### src/hdl/gmm_pkg.sv
package gmm_pkg;

  // fixed field widths
  localparam int SAMPLE_W = 16;
  localparam int IDX_W    = 6;
  localparam int KIND_W   = 2;

  // defaults for the top-level parameters
  localparam int DEF_ROWS  = 7;
  localparam int DEF_SLOTS = 6;

  // queue depth between front and back
  localparam int FIFO_DEPTH = 4;

  typedef enum logic [KIND_W-1:0] {
    KIND_DAY   = 2'd0,
    KIND_SLOT  = 2'd1,
    KIND_GRAND = 2'd2
  } gmm_kind_e;

  // one classified sample travelling from front to back
  typedef struct packed {
    logic signed [SAMPLE_W-1:0] sample;
    logic [IDX_W-1:0]           slot;
    logic [IDX_W-1:0]           day;
    logic                       day_first;
    logic                       row_first;
    logic                       day_end;
    logic                       grid_end;
  } gmm_entry_t;

  // everything of a result word except the mean
  typedef struct packed {
    gmm_kind_e                  kind;
    logic [IDX_W-1:0]           index;
    logic signed [SAMPLE_W-1:0] maximum;
    logic signed [SAMPLE_W-1:0] minimum;
    logic                       last;
  } gmm_tag_t;

endpackage

### src/hdl/gmm_front.sv
module gmm_front import gmm_pkg::*; #(
  parameter int ROWS  = DEF_ROWS,
  parameter int SLOTS = DEF_SLOTS
) (
  input  logic                       clk_i,
  input  logic                       rst_ni,
  input  logic                       in_valid_i,
  output logic                       in_ready_o,
  input  logic signed [SAMPLE_W-1:0] sample_i,
  output logic                       push_vld_o,
  input  logic                       push_rdy_i,
  output gmm_entry_t                 push_data_o
);

  localparam int SLOT_W = (SLOTS > 1) ? $clog2(SLOTS) : 1;
  localparam int ROW_W  = (ROWS > 1) ? $clog2(ROWS) : 1;

  logic [SLOT_W-1:0] slot_q, slot_d;
  logic [ROW_W-1:0]  day_q, day_d;
  logic              accept, at_day_end, at_last_row;

  assign accept      = in_valid_i && push_rdy_i;
  assign at_day_end  = (slot_q == SLOT_W'(SLOTS - 1));
  assign at_last_row = (day_q == ROW_W'(ROWS - 1));

  assign in_ready_o = push_rdy_i;
  assign push_vld_o = in_valid_i;

  always_comb begin
    push_data_o.sample    = sample_i;
    push_data_o.slot      = IDX_W'(slot_q);
    push_data_o.day       = IDX_W'(day_q);
    push_data_o.day_first = (slot_q == '0);
    push_data_o.row_first = (day_q == '0);
    push_data_o.day_end   = at_day_end;
    push_data_o.grid_end  = at_day_end && at_last_row;
  end

  always_comb begin
    slot_d = slot_q;
    day_d  = day_q;
    if (accept) begin
      if (at_day_end) begin
        slot_d = '0;
        day_d  = at_last_row ? '0 : day_q + 1'b1;
      end else begin
        slot_d = slot_q + 1'b1;
      end
    end
  end

  always_ff @(posedge clk_i or negedge rst_ni) begin
    if (!rst_ni) begin
      slot_q <= '0;
      day_q  <= '0;
    end else begin
      slot_q <= slot_d;
      day_q  <= day_d;
    end
  end

endmodule

### src/hdl/gmm_fifo.sv
module gmm_fifo import gmm_pkg::*; #(
  parameter int DEPTH = FIFO_DEPTH
) (
  input  logic       clk_i,
  input  logic       rst_ni,
  input  logic       push_vld_i,
  output logic       push_rdy_o,
  input  gmm_entry_t push_data_i,
  output logic       pop_vld_o,
  input  logic       pop_rdy_i,
  output gmm_entry_t pop_data_o
);

  localparam int PTR_W = (DEPTH > 1) ? $clog2(DEPTH) : 1;
  localparam int CNT_W = $clog2(DEPTH + 1);

  gmm_entry_t       slots_q [DEPTH];
  logic [PTR_W-1:0] wr_ptr_q, rd_ptr_q;
  logic [CNT_W-1:0] count_q;
  logic             push, pop;

  assign push_rdy_o = (count_q != CNT_W'(DEPTH));
  assign pop_vld_o  = (count_q != '0);
  assign pop_data_o = slots_q[rd_ptr_q];
  assign push       = push_vld_i && push_rdy_o;
  assign pop        = pop_vld_o && pop_rdy_i;

  always_ff @(posedge clk_i or negedge rst_ni) begin
    if (!rst_ni) begin
      wr_ptr_q <= '0;
      rd_ptr_q <= '0;
      count_q  <= '0;
    end else begin
      if (push) begin
        wr_ptr_q <= (wr_ptr_q == PTR_W'(DEPTH - 1)) ? '0 : wr_ptr_q + 1'b1;
      end
      if (pop) begin
        rd_ptr_q <= (rd_ptr_q == PTR_W'(DEPTH - 1)) ? '0 : rd_ptr_q + 1'b1;
      end
      if (push && !pop) begin
        count_q <= count_q + 1'b1;
      end else if (pop && !push) begin
        count_q <= count_q - 1'b1;
      end
    end
  end

  always_ff @(posedge clk_i) begin
    if (push) begin
      slots_q[wr_ptr_q] <= push_data_i;
    end
  end

endmodule

### src/hdl/gmm_back.sv
module gmm_back import gmm_pkg::*; #(
  parameter int ROWS  = DEF_ROWS,
  parameter int SLOTS = DEF_SLOTS,
  localparam int TOT_W  = SAMPLE_W + $clog2(ROWS * SLOTS),
  localparam int DIVR_W = $clog2(ROWS * SLOTS + 1)
) (
  input  logic                    clk_i,
  input  logic                    rst_ni,
  input  logic                    pop_vld_i,
  output logic                    pop_rdy_o,
  input  gmm_entry_t              pop_data_i,
  output logic                    job_vld_o,
  input  logic                    job_rdy_i,
  output gmm_tag_t                job_tag_o,
  output logic signed [TOT_W-1:0] job_total_o,
  output logic [DIVR_W-1:0]       job_divr_o
);

  localparam int SLOT_W     = (SLOTS > 1) ? $clog2(SLOTS) : 1;
  localparam int DAY_TOT_W  = SAMPLE_W + $clog2(SLOTS);
  localparam int SLOT_TOT_W = SAMPLE_W + $clog2(ROWS);
  localparam int MEM_W      = 2 * SAMPLE_W + SLOT_TOT_W;

  localparam logic [1:0] ST_ACC      = 2'd0;
  localparam logic [1:0] ST_DUMP_RD  = 2'd1;
  localparam logic [1:0] ST_DUMP_JOB = 2'd2;
  localparam logic [1:0] ST_GRAND    = 2'd3;

  logic [1:0]        state_q, state_d;
  logic              s1_vld_q;
  gmm_entry_t        s1_q;
  logic [SLOT_W-1:0] dump_j_q, dump_j_d;

  // per-slot running extremes and sums
  logic [MEM_W-1:0]  mem [SLOTS];
  logic [MEM_W-1:0]  rd_q, cur_w, wr_w, fwd_data_q;
  logic [SLOT_W-1:0] rd_addr, s1_addr, fwd_addr_q;
  logic              fwd_vld_q, rd_en;

  logic signed [SAMPLE_W-1:0]   day_hi_q, day_lo_q, grand_hi_q, grand_lo_q;
  logic signed [DAY_TOT_W-1:0]  day_tot_q;
  logic signed [TOT_W-1:0]      grand_tot_q;

  logic signed [SAMPLE_W-1:0]   x, cur_hi, cur_lo;
  logic signed [SLOT_TOT_W-1:0] cur_tot, x_slot, slot_tot_n;
  logic signed [DAY_TOT_W-1:0]  x_day, day_tot_n;
  logic signed [TOT_W-1:0]      x_grand, grand_tot_n;
  logic signed [SAMPLE_W-1:0]   day_hi_n, day_lo_n, slot_hi_n, slot_lo_n;
  logic signed [SAMPLE_W-1:0]   grand_hi_n, grand_lo_n;
  logic                         s1_fire, pop, grid_first;

  assign x          = s1_q.sample;
  assign x_day      = DAY_TOT_W'(x);
  assign x_slot     = SLOT_TOT_W'(x);
  assign x_grand    = TOT_W'(x);
  assign s1_addr    = s1_q.slot[SLOT_W-1:0];
  assign grid_first = s1_q.day_first && s1_q.row_first;

  // previous cycle's write is not yet visible in the registered read
  assign cur_w   = (fwd_vld_q && fwd_addr_q == s1_addr) ? fwd_data_q : rd_q;
  assign cur_hi  = cur_w[MEM_W-1 -: SAMPLE_W];
  assign cur_lo  = cur_w[SLOT_TOT_W +: SAMPLE_W];
  assign cur_tot = cur_w[SLOT_TOT_W-1:0];

  assign s1_fire = (state_q == ST_ACC) && s1_vld_q && (!s1_q.day_end || job_rdy_i);
  assign pop_rdy_o = (state_q == ST_ACC) && (!s1_vld_q || s1_fire) &&
                     !(s1_vld_q && s1_q.grid_end);
  assign pop     = pop_vld_i && pop_rdy_o;
  assign rd_en   = pop || (state_q == ST_DUMP_RD);
  assign rd_addr = (state_q == ST_ACC) ? pop_data_i.slot[SLOT_W-1:0] : dump_j_q;

  always_comb begin
    if (s1_q.day_first) begin
      day_hi_n  = x;
      day_lo_n  = x;
      day_tot_n = x_day;
    end else begin
      day_hi_n  = (x > day_hi_q) ? x : day_hi_q;
      day_lo_n  = (x < day_lo_q) ? x : day_lo_q;
      day_tot_n = day_tot_q + x_day;
    end
    if (s1_q.row_first) begin
      slot_hi_n  = x;
      slot_lo_n  = x;
      slot_tot_n = x_slot;
    end else begin
      slot_hi_n  = (x > cur_hi) ? x : cur_hi;
      slot_lo_n  = (x < cur_lo) ? x : cur_lo;
      slot_tot_n = cur_tot + x_slot;
    end
    if (grid_first) begin
      grand_hi_n  = x;
      grand_lo_n  = x;
      grand_tot_n = x_grand;
    end else begin
      grand_hi_n  = (x > grand_hi_q) ? x : grand_hi_q;
      grand_lo_n  = (x < grand_lo_q) ? x : grand_lo_q;
      grand_tot_n = grand_tot_q + x_grand;
    end
    wr_w = {slot_hi_n, slot_lo_n, slot_tot_n};
  end

  // job mux and sequencer
  always_comb begin
    state_d           = state_q;
    dump_j_d          = dump_j_q;
    job_vld_o         = 1'b0;
    job_tag_o.kind    = KIND_DAY;
    job_tag_o.index   = s1_q.day;
    job_tag_o.maximum = day_hi_n;
    job_tag_o.minimum = day_lo_n;
    job_tag_o.last    = !s1_q.grid_end;
    job_total_o       = TOT_W'(day_tot_n);
    job_divr_o        = DIVR_W'(SLOTS);
    case (state_q)
      ST_ACC: begin
        job_vld_o = s1_vld_q && s1_q.day_end;
        if (s1_fire && s1_q.grid_end) begin
          state_d  = ST_DUMP_RD;
          dump_j_d = '0;
        end
      end
      ST_DUMP_RD: begin
        state_d = ST_DUMP_JOB;
      end
      ST_DUMP_JOB: begin
        job_vld_o         = 1'b1;
        job_tag_o.kind    = KIND_SLOT;
        job_tag_o.index   = IDX_W'(dump_j_q);
        job_tag_o.maximum = cur_hi;
        job_tag_o.minimum = cur_lo;
        job_tag_o.last    = 1'b0;
        job_total_o       = TOT_W'(cur_tot);
        job_divr_o        = DIVR_W'(ROWS);
        if (job_rdy_i) begin
          if (dump_j_q == SLOT_W'(SLOTS - 1)) begin
            state_d = ST_GRAND;
          end else begin
            dump_j_d = dump_j_q + 1'b1;
            state_d  = ST_DUMP_RD;
          end
        end
      end
      ST_GRAND: begin
        job_vld_o         = 1'b1;
        job_tag_o.kind    = KIND_GRAND;
        job_tag_o.index   = '0;
        job_tag_o.maximum = grand_hi_q;
        job_tag_o.minimum = grand_lo_q;
        job_tag_o.last    = 1'b1;
        job_total_o       = grand_tot_q;
        job_divr_o        = DIVR_W'(ROWS * SLOTS);
        if (job_rdy_i) begin
          state_d = ST_ACC;
        end
      end
      default: begin
        state_d = ST_ACC;
      end
    endcase
  end

  always_ff @(posedge clk_i or negedge rst_ni) begin
    if (!rst_ni) begin
      state_q   <= ST_ACC;
      s1_vld_q  <= 1'b0;
      fwd_vld_q <= 1'b0;
      dump_j_q  <= '0;
    end else begin
      state_q   <= state_d;
      dump_j_q  <= dump_j_d;
      fwd_vld_q <= s1_fire;
      if (pop) begin
        s1_vld_q <= 1'b1;
      end else if (s1_fire) begin
        s1_vld_q <= 1'b0;
      end
    end
  end

  always_ff @(posedge clk_i) begin
    if (pop) begin
      s1_q <= pop_data_i;
    end
    // a stalled word keeps its forwarded copy
    rd_q <= rd_en ? mem[rd_addr] : cur_w;
    if (s1_fire) begin
      mem[s1_addr] <= wr_w;
      fwd_addr_q   <= s1_addr;
      fwd_data_q   <= wr_w;
      day_hi_q     <= day_hi_n;
      day_lo_q     <= day_lo_n;
      day_tot_q    <= day_tot_n;
      grand_hi_q   <= grand_hi_n;
      grand_lo_q   <= grand_lo_n;
      grand_tot_q  <= grand_tot_n;
    end
  end

endmodule

### src/hdl/gmm_div.sv
module gmm_div import gmm_pkg::*; #(
  parameter int ROWS  = DEF_ROWS,
  parameter int SLOTS = DEF_SLOTS,
  localparam int TOT_W  = SAMPLE_W + $clog2(ROWS * SLOTS),
  localparam int DIVR_W = $clog2(ROWS * SLOTS + 1)
) (
  input  logic                       clk_i,
  input  logic                       rst_ni,
  input  logic                       job_vld_i,
  output logic                       job_rdy_o,
  input  gmm_tag_t                   job_tag_i,
  input  logic signed [TOT_W-1:0]    job_total_i,
  input  logic [DIVR_W-1:0]          job_divr_i,
  output logic                       out_valid_o,
  input  logic                       out_ready_i,
  output logic [KIND_W-1:0]          kind_o,
  output logic [IDX_W-1:0]           index_o,
  output logic signed [SAMPLE_W-1:0] maximum_o,
  output logic signed [SAMPLE_W-1:0] minimum_o,
  output logic signed [SAMPLE_W-1:0] mean_o,
  output logic                       last_o
);

  // |total| / n = (|total| * ceil(2^sh / n)) >> sh with sh = TOT_W + clog2(n),
  // exact for every |total| below 2^TOT_W
  localparam int GRID_N  = ROWS * SLOTS;
  localparam int RCP_W   = TOT_W + 1;
  localparam int PROD_W  = TOT_W + RCP_W;
  localparam int SH_DAY  = TOT_W + $clog2(SLOTS);
  localparam int SH_SLOT = TOT_W + $clog2(ROWS);
  localparam int SH_GRID = TOT_W + $clog2(GRID_N);
  localparam logic [RCP_W-1:0] RCP_DAY  =
    RCP_W'(((64'd1 << SH_DAY) + 64'(SLOTS) - 64'd1) / 64'(SLOTS));
  localparam logic [RCP_W-1:0] RCP_SLOT =
    RCP_W'(((64'd1 << SH_SLOT) + 64'(ROWS) - 64'd1) / 64'(ROWS));
  localparam logic [RCP_W-1:0] RCP_GRID =
    RCP_W'(((64'd1 << SH_GRID) + 64'(GRID_N) - 64'd1) / 64'(GRID_N));

  localparam logic [1:0] D_IDLE = 2'd0;
  localparam logic [1:0] D_BUSY = 2'd1;
  localparam logic [1:0] D_DONE = 2'd2;

  localparam logic [1:0] SEL_DAY  = 2'd0;
  localparam logic [1:0] SEL_SLOT = 2'd1;
  localparam logic [1:0] SEL_GRID = 2'd2;

  logic [1:0]                 st_q, st_d, sel_q, sel_d;
  logic [TOT_W-1:0]           mag, mag_q;
  logic [RCP_W-1:0]           rcp;
  logic [PROD_W-1:0]          prod_q;
  logic [SAMPLE_W-1:0]        quo;
  logic                       neg_q;
  gmm_tag_t                   tag_q, out_tag_q;
  logic signed [SAMPLE_W-1:0] mean_q;
  logic                       out_vld_q, job_take, out_load;

  assign job_rdy_o = (st_q == D_IDLE);
  assign job_take  = job_vld_i && job_rdy_o;
  assign out_load  = (st_q == D_DONE) && (!out_vld_q || out_ready_i);
  assign mag       = job_total_i[TOT_W-1] ? TOT_W'(-job_total_i) : TOT_W'(job_total_i);

  // equal counts share the same constants, so first match is enough
  always_comb begin
    if (job_divr_i == DIVR_W'(SLOTS)) begin
      sel_d = SEL_DAY;
    end else if (job_divr_i == DIVR_W'(ROWS)) begin
      sel_d = SEL_SLOT;
    end else begin
      sel_d = SEL_GRID;
    end
  end

  always_comb begin
    case (sel_q)
      SEL_DAY: begin
        rcp = RCP_DAY;
        quo = prod_q[SH_DAY +: SAMPLE_W];
      end
      SEL_SLOT: begin
        rcp = RCP_SLOT;
        quo = prod_q[SH_SLOT +: SAMPLE_W];
      end
      default: begin
        rcp = RCP_GRID;
        quo = prod_q[SH_GRID +: SAMPLE_W];
      end
    endcase
  end

  always_comb begin
    st_d = st_q;
    case (st_q)
      D_IDLE: if (job_take) st_d = D_BUSY;
      D_BUSY: st_d = D_DONE;
      D_DONE: if (out_load) st_d = D_IDLE;
      default: st_d = D_IDLE;
    endcase
  end

  always_ff @(posedge clk_i or negedge rst_ni) begin
    if (!rst_ni) begin
      st_q      <= D_IDLE;
      out_vld_q <= 1'b0;
    end else begin
      st_q <= st_d;
      if (out_load) begin
        out_vld_q <= 1'b1;
      end else if (out_ready_i) begin
        out_vld_q <= 1'b0;
      end
    end
  end

  always_ff @(posedge clk_i) begin
    if (job_take) begin
      tag_q <= job_tag_i;
      neg_q <= job_total_i[TOT_W-1];
      mag_q <= mag;
      sel_q <= sel_d;
    end
    if (st_q == D_BUSY) begin
      prod_q <= PROD_W'(mag_q) * PROD_W'(rcp);
    end
    if (out_load) begin
      out_tag_q <= tag_q;
      mean_q    <= $signed(neg_q ? -quo : quo);
    end
  end

  assign out_valid_o = out_vld_q;
  assign kind_o      = out_tag_q.kind;
  assign index_o     = out_tag_q.index;
  assign maximum_o   = out_tag_q.maximum;
  assign minimum_o   = out_tag_q.minimum;
  assign mean_o      = mean_q;
  assign last_o      = out_tag_q.last;

endmodule

### src/hdl/grid_min_max_mean_stats.sv
// Row and column statistics over a ROWS x SLOTS grid of signed 1/16-degree
// samples taken in row-major order (one day of SLOTS readings, then the next
// day). Each accepted word is one sample. The last sample of a day yields one
// day word (kind day, index = day number) with max, min and the mean truncated
// toward zero; last is set on it unless it also closes the grid. The last
// sample of the grid then adds SLOTS slot words (kind slot, index = slot
// number) and one grand word (kind grand, index 0, last set). Counters wrap
// and the next sample starts a new grid. Rate: the front takes one sample per
// cycle into a FIFO_DEPTH-entry queue while the queue is not full; the back
// updates the running extremes and sums at one sample per cycle through a
// read-modify-write of the per-slot memory, unless a day word waits for the
// mean unit or the grid end is in progress. Every result goes through a
// shared mean unit that multiplies the magnitude of the sum by a constant
// reciprocal of the count: it takes a result, multiplies, then loads the
// output register, and takes no new result until that load. A day word holds
// the back until the mean unit takes it. The grid end adds SLOTS + 1 results,
// during which the back holds off the queue; the per-slot memory read overlaps
// the mean unit. Output stalls hold the mean unit and with it the back.
module grid_min_max_mean_stats import gmm_pkg::*; #(
  parameter int ROWS  = DEF_ROWS,
  parameter int SLOTS = DEF_SLOTS
) (
  input  logic                       clk_i,
  input  logic                       rst_ni,
  input  logic                       in_valid_i,
  output logic                       in_ready_o,
  input  logic signed [SAMPLE_W-1:0] sample_i,
  output logic                       out_valid_o,
  input  logic                       out_ready_i,
  output logic [KIND_W-1:0]          kind_o,
  output logic [IDX_W-1:0]           index_o,
  output logic signed [SAMPLE_W-1:0] maximum_o,
  output logic signed [SAMPLE_W-1:0] minimum_o,
  output logic signed [SAMPLE_W-1:0] mean_o,
  output logic                       last_o
);

  localparam int TOT_W  = SAMPLE_W + $clog2(ROWS * SLOTS);
  localparam int DIVR_W = $clog2(ROWS * SLOTS + 1);

  // front -> queue
  logic       push_vld, push_rdy;
  gmm_entry_t push_data;
  // queue -> back
  logic       pop_vld, pop_rdy;
  gmm_entry_t pop_data;
  // back -> mean unit: one word minus its mean
  logic                    job_vld, job_rdy;
  gmm_tag_t                job_tag;
  logic signed [TOT_W-1:0] job_total;
  logic [DIVR_W-1:0]       job_divr;

  // position counters and classification
  gmm_front #(.ROWS(ROWS), .SLOTS(SLOTS)) u_front (
    .clk_i       (clk_i),
    .rst_ni      (rst_ni),
    .in_valid_i  (in_valid_i),
    .in_ready_o  (in_ready_o),
    .sample_i    (sample_i),
    .push_vld_o  (push_vld),
    .push_rdy_i  (push_rdy),
    .push_data_o (push_data)
  );

  gmm_fifo #(.DEPTH(FIFO_DEPTH)) u_fifo (
    .clk_i       (clk_i),
    .rst_ni      (rst_ni),
    .push_vld_i  (push_vld),
    .push_rdy_o  (push_rdy),
    .push_data_i (push_data),
    .pop_vld_o   (pop_vld),
    .pop_rdy_i   (pop_rdy),
    .pop_data_o  (pop_data)
  );

  // accumulators, slot memory and the grid-end result walk
  gmm_back #(.ROWS(ROWS), .SLOTS(SLOTS)) u_back (
    .clk_i       (clk_i),
    .rst_ni      (rst_ni),
    .pop_vld_i   (pop_vld),
    .pop_rdy_o   (pop_rdy),
    .pop_data_i  (pop_data),
    .job_vld_o   (job_vld),
    .job_rdy_i   (job_rdy),
    .job_tag_o   (job_tag),
    .job_total_o (job_total),
    .job_divr_o  (job_divr)
  );

  // mean unit and output register
  gmm_div #(.ROWS(ROWS), .SLOTS(SLOTS)) u_div (
    .clk_i       (clk_i),
    .rst_ni      (rst_ni),
    .job_vld_i   (job_vld),
    .job_rdy_o   (job_rdy),
    .job_tag_i   (job_tag),
    .job_total_i (job_total),
    .job_divr_i  (job_divr),
    .out_valid_o (out_valid_o),
    .out_ready_i (out_ready_i),
    .kind_o      (kind_o),
    .index_o     (index_o),
    .maximum_o   (maximum_o),
    .minimum_o   (minimum_o),
    .mean_o      (mean_o),
    .last_o      (last_o)
  );

  // a job offered to a busy mean unit must not change under it
  a_job_hold: assert property (@(posedge clk_i) disable iff (!rst_ni)
    job_vld && !job_rdy |=> job_vld && $stable(job_tag) && $stable(job_total) &&
                            $stable(job_divr))
    else $error("job changed while mean unit busy");

  // the final day of a grid is followed by slot words, so it never closes
  a_last_day_open: assert property (@(posedge clk_i) disable iff (!rst_ni)
    out_valid_o && kind_o == KIND_DAY && index_o == IDX_W'(ROWS - 1) |-> !last_o)
    else $error("last day word marked last");

  // the grand word always closes the burst and carries index zero
  a_grand_close: assert property (@(posedge clk_i) disable iff (!rst_ni)
    out_valid_o && kind_o == KIND_GRAND |-> last_o && index_o == '0)
    else $error("grand word malformed");

  // slot words never carry last
  a_slot_open: assert property (@(posedge clk_i) disable iff (!rst_ni)
    out_valid_o && kind_o == KIND_SLOT |-> !last_o)
    else $error("slot word marked last");

endmodule

### config.mk
export PLATFORM = sky130hd
export DESIGN_NAME = grid_min_max_mean_stats
export DESIGN_NICKNAME = d
export VERILOG_FILES = /design/src/hdl/gmm_pkg.sv /design/src/hdl/gmm_front.sv /design/src/hdl/gmm_fifo.sv /design/src/hdl/gmm_back.sv /design/src/hdl/gmm_div.sv /design/src/hdl/grid_min_max_mean_stats.sv
export SDC_FILE = /design/constraint.sdc
export NUM_CORES = 2
export LEC_CHECK = 0
export BUFFER_PORTS_ARGS = -buffer_cell sky130_fd_sc_hd__buf_4
export CORE_AREA = 2 2 450 407
export CTS_BUF_LIST = sky130_fd_sc_hd__clkbuf_2 sky130_fd_sc_hd__clkbuf_4 sky130_fd_sc_hd__clkbuf_8
export CTS_CLUSTER_SIZE = 30
export DETAILED_ROUTE_END_ITERATION = 8
export DIE_AREA = 0 0 452 409
export SLEW_MARGIN = 20
export SYNTH_ARGS = -nofsm -noshare
export SYNTH_HDL_FRONTEND = slang
export SYNTH_HIERARCHICAL = 1
export SYNTH_SLANG_ARGS = --single-unit
### constraint.sdc
create_clock -name clk_i -period 16.85 [get_ports clk_i]
set_input_delay 3.37 -clock clk_i [delete_from_list [all_inputs] [get_ports clk_i]]
set_output_delay 3.37 -clock clk_i [all_outputs]
set_load 0.01 [all_outputs]
==> results_dict.tcl <==
set metrics [dict create \
    status "completed" \
    vias 29210 \
    initial_antenna_violation_count 3 \
    crit_top_cell "sky130_fd_sc_hd__fa_1" \
    insertion_delay_ps 860 \
    area_delta_synth_final_pct 13.25 \
    number_of_vias_per_cell 4.583 \
    critical_path.cell_chain "inv_1 -> buf_4 -> or2_2 -> fa_1 -> fa_1 -> fa_1 -> inv_1 -> fa_1 -> fa_1 -> fa_1 -> fa_1 -> ha_1 -> a211oi_1 -> o21ai_0 -> o31a_1 -> a2111oi_0 -> nor2_1 -> o21a_1 -> nor3_1 -> nor2_1" \
    setup.worst_path.start_class "flop" \
    nFillCells 18110 \
    first_pass_grt_wire_length_mm 178.8 \
    grt.total_usage 0.1251 \
    die_area_mm2 0.1849 \
    finalHoldViolCount 0 \
    finalMaxSlewViolations 0 \
    number_of_gates_given_a_new_drive_strength_after_cts 0 \
    worstPathMaxFanout 29 \
    area_inside_the_core_boundary_mm2 0.1802 \
    timing.critical_path.slowest_stage_cell "sky130_fd_sc_hd__a2111oi_0" \
    numCtsBuffers 140 \
    number_of_clock_sinks 826 \
    drcViolationCount 0 \
    fp_rows 148 \
    post_layout_nonfiller_instances 6373 \
    pre_cts_ws_ps 8869 \
    dp_cells 6112 \
    post_route_cells_drive_above_1_share 0.1602 \
    die_height_um 409 \
    timing.final.crit_share 0.4744 \
    setup_viol 0 \
    fp.dieW_um 452 \
    rsz0062_at_grt "no" \
    drv.max_cap_violation_count 0 \
    worst_ep_required_time_ps 17410 \
    syn_area_mm2 0.04793 \
    wl_cell_um 18.20 \
    syn_area_per_cell_um2 12.90 \
    grt_start_max_net_pins 69 \
    criticalPathCategory "reg2reg" \
    max_slew.worst_pin.slew_ps 1075 \
    drt_iter0_drc 2140 \
    initial_utilization 0.2660 \
    place_hpwl_mm 79.46 \
    hold_path.class "reg2reg" \
    critPathArrivalTime_ps 8560 \
    postPlaceCellArea_mm2 0.05134 \
    setup.worst_path.end_class "flop" \
    weighted_congestion_reported_at_the_end_of_routability_driven_placement 0.8711 \
    max_slew_margin 0.2831 \
    synthCells 3717 \
    cts_max_path_buffers 3 \
    post-route-worst-setup-slack_ps 8857 \
    finClkSkew_ps 49.36 \
    finalNetCount 4439 \
    drt_pass1_iterations 5 \
    grt_pass1_vias 30100 \
    slowest_delay_ps 870 \
    maxClockFrequency_mhz 125.1 \
    cts.reportedPaths.clkPinSlew_ps 60 \
    hold_path_depth 0 \
    io-pin-count 79 \
    ys_warn_count 6 \
    numPortBuffers 78 \
    r2r.worst_path.cells 20 \
    clock_tree_from_tritoncts "yes" \
    cts_hold_buffers 0 \
    finalWirelength_mm 116.0 \
    final_setup_tns_ps 0 \
    gr-total-overflow 0 \
    residual_antenna_violating_net_count_after_detailed_routing 0 \
    finalCriticalPeriod_ps 7993 \
    clock_tree.htree_level_count 4 \
    final_area_mm2 0.05428 \
    cts_root_buf "sky130_fd_sc_hd__clkbuf_8" \
    cts_post_setup_buffers_inserted 0 \
]
## state kept, by name, indices dropped and copies added (netlist names), 19 cells and up
register	count
u_back/mem	306
u_fifo/slots_q	116
u_back/fwd_data_q	51
u_back/rd_q	51
u_div/tag_q	41
u_back/grand_tot_q	22
u_div/mag_q	22
u_back/day_tot_q	19
u_div/prod_q	19
## worst max-delay path: cells and delay by family (launching register included)
family	cells	cell delay, ps
AO/OA/AOI/OAI	5	1930
adder cells (fa/ha/maj)	8	3880
buffers and inverters	3	400
flip-flops	1	790
AND/OR/NAND/NOR	4	680
## layer usage
metal / GRT usage / vias up / share of wire / routed length [µm]
li1: - / 13640 / - / -
met1: 0.1683 / 14720 / 0.45 / 52560
met2: 0.2044 / 695 / 0.47 / 54920
met3: 0.02494 / 161 / 0.052 / 6004
met4: 0.03379 / 2 / 0.021 / 2481
met5: 0 / - / 0.00011 / 13
## layout make-up
class / instances / area, µm² / area share
repair buffers: 134 / 1006 / 0.01853
inverters: 487 / 1833 / 0.03377
multi-input cells: 2265 / 21320 / 0.3927
well taps: 2400 / 3003 / 0.05532
clock buffers: 208 / 2512 / 0.04628
flip-flops and latches: 826 / 24180 / 0.4455
clock inverters: 50 / 420.4 / 0.007745
diodes: 3 / 7.507 / 0.0001383
## layout by cell type (no fill, tap or decap), types with 19 or more instances in the layout
cell and count:
sky130_fd_sc_hd__mux2i_1 103, sky130_fd_sc_hd__nand4_1 23, sky130_fd_sc_hd__a21oi_1 153, sky130_fd_sc_hd__nor2b_1 24, sky130_fd_sc_hd__and2_1 35, sky130_fd_sc_hd__nand3_1 26
sky130_fd_sc_hd__mux2_2 129, sky130_fd_sc_hd__xor2_1 34, sky130_fd_sc_hd__clkinv_1 21, sky130_fd_sc_hd__a31oi_1 29, sky130_fd_sc_hd__mux4_2 76, sky130_fd_sc_hd__o31ai_1 19
sky130_fd_sc_hd__inv_1 485, sky130_fd_sc_hd__xnor2_1 66, sky130_fd_sc_hd__fa_1 240, sky130_fd_sc_hd__nand2b_1 37, sky130_fd_sc_hd__edfxtp_1 752, sky130_fd_sc_hd__o21a_1 27
sky130_fd_sc_hd__nand2_1 211, sky130_fd_sc_hd__clkbuf_4 56, sky130_fd_sc_hd__nor2_1 178, sky130_fd_sc_hd__ha_1 325, sky130_fd_sc_hd__buf_4 134, sky130_fd_sc_hd__dfxtp_1 51
sky130_fd_sc_hd__a21o_1 41, sky130_fd_sc_hd__or3_1 26, sky130_fd_sc_hd__o21ai_0 171, sky130_fd_sc_hd__nor3_1 44, sky130_fd_sc_hd__dfrtp_1 20, sky130_fd_sc_hd__clkbuf_8 152
sky130_fd_sc_hd__o211ai_1 44
## final timing paths
kind,slack (ps),to,from
worst max-delay path,8860,u_div/prod_q[33],u_div/sel_q[0]
worst min-delay path,410,u_div/maximum_o[8],u_div/tag_q[25]
worst max register to register,8860,u_div/prod_q[33],u_div/sel_q[0]
worst min register to register,410,u_div/maximum_o[8],u_div/tag_q[25]
max in group asynchronous,14140,u_fifo/rd_ptr_q[0],rst_ni
min in group asynchronous,2410,u_back/dump_j_q[2],rst_ni
## stage by stage
step / util / hold WS, ps
2_1_floorplan: - / 400.3
3_3_place_gp: 0.2849 / 400.8
3_5_place_dp: 0.2849 / 404.5
4_1_cts: 0.3012 / 407.6
5_1_grt: 0.3013 / 413.3
6_report: 0.3013 / 410.3
Power is left out: the tool's default activity adds up to more than one toggle a clock period on the data nets, which glitch-free logic cannot reach.
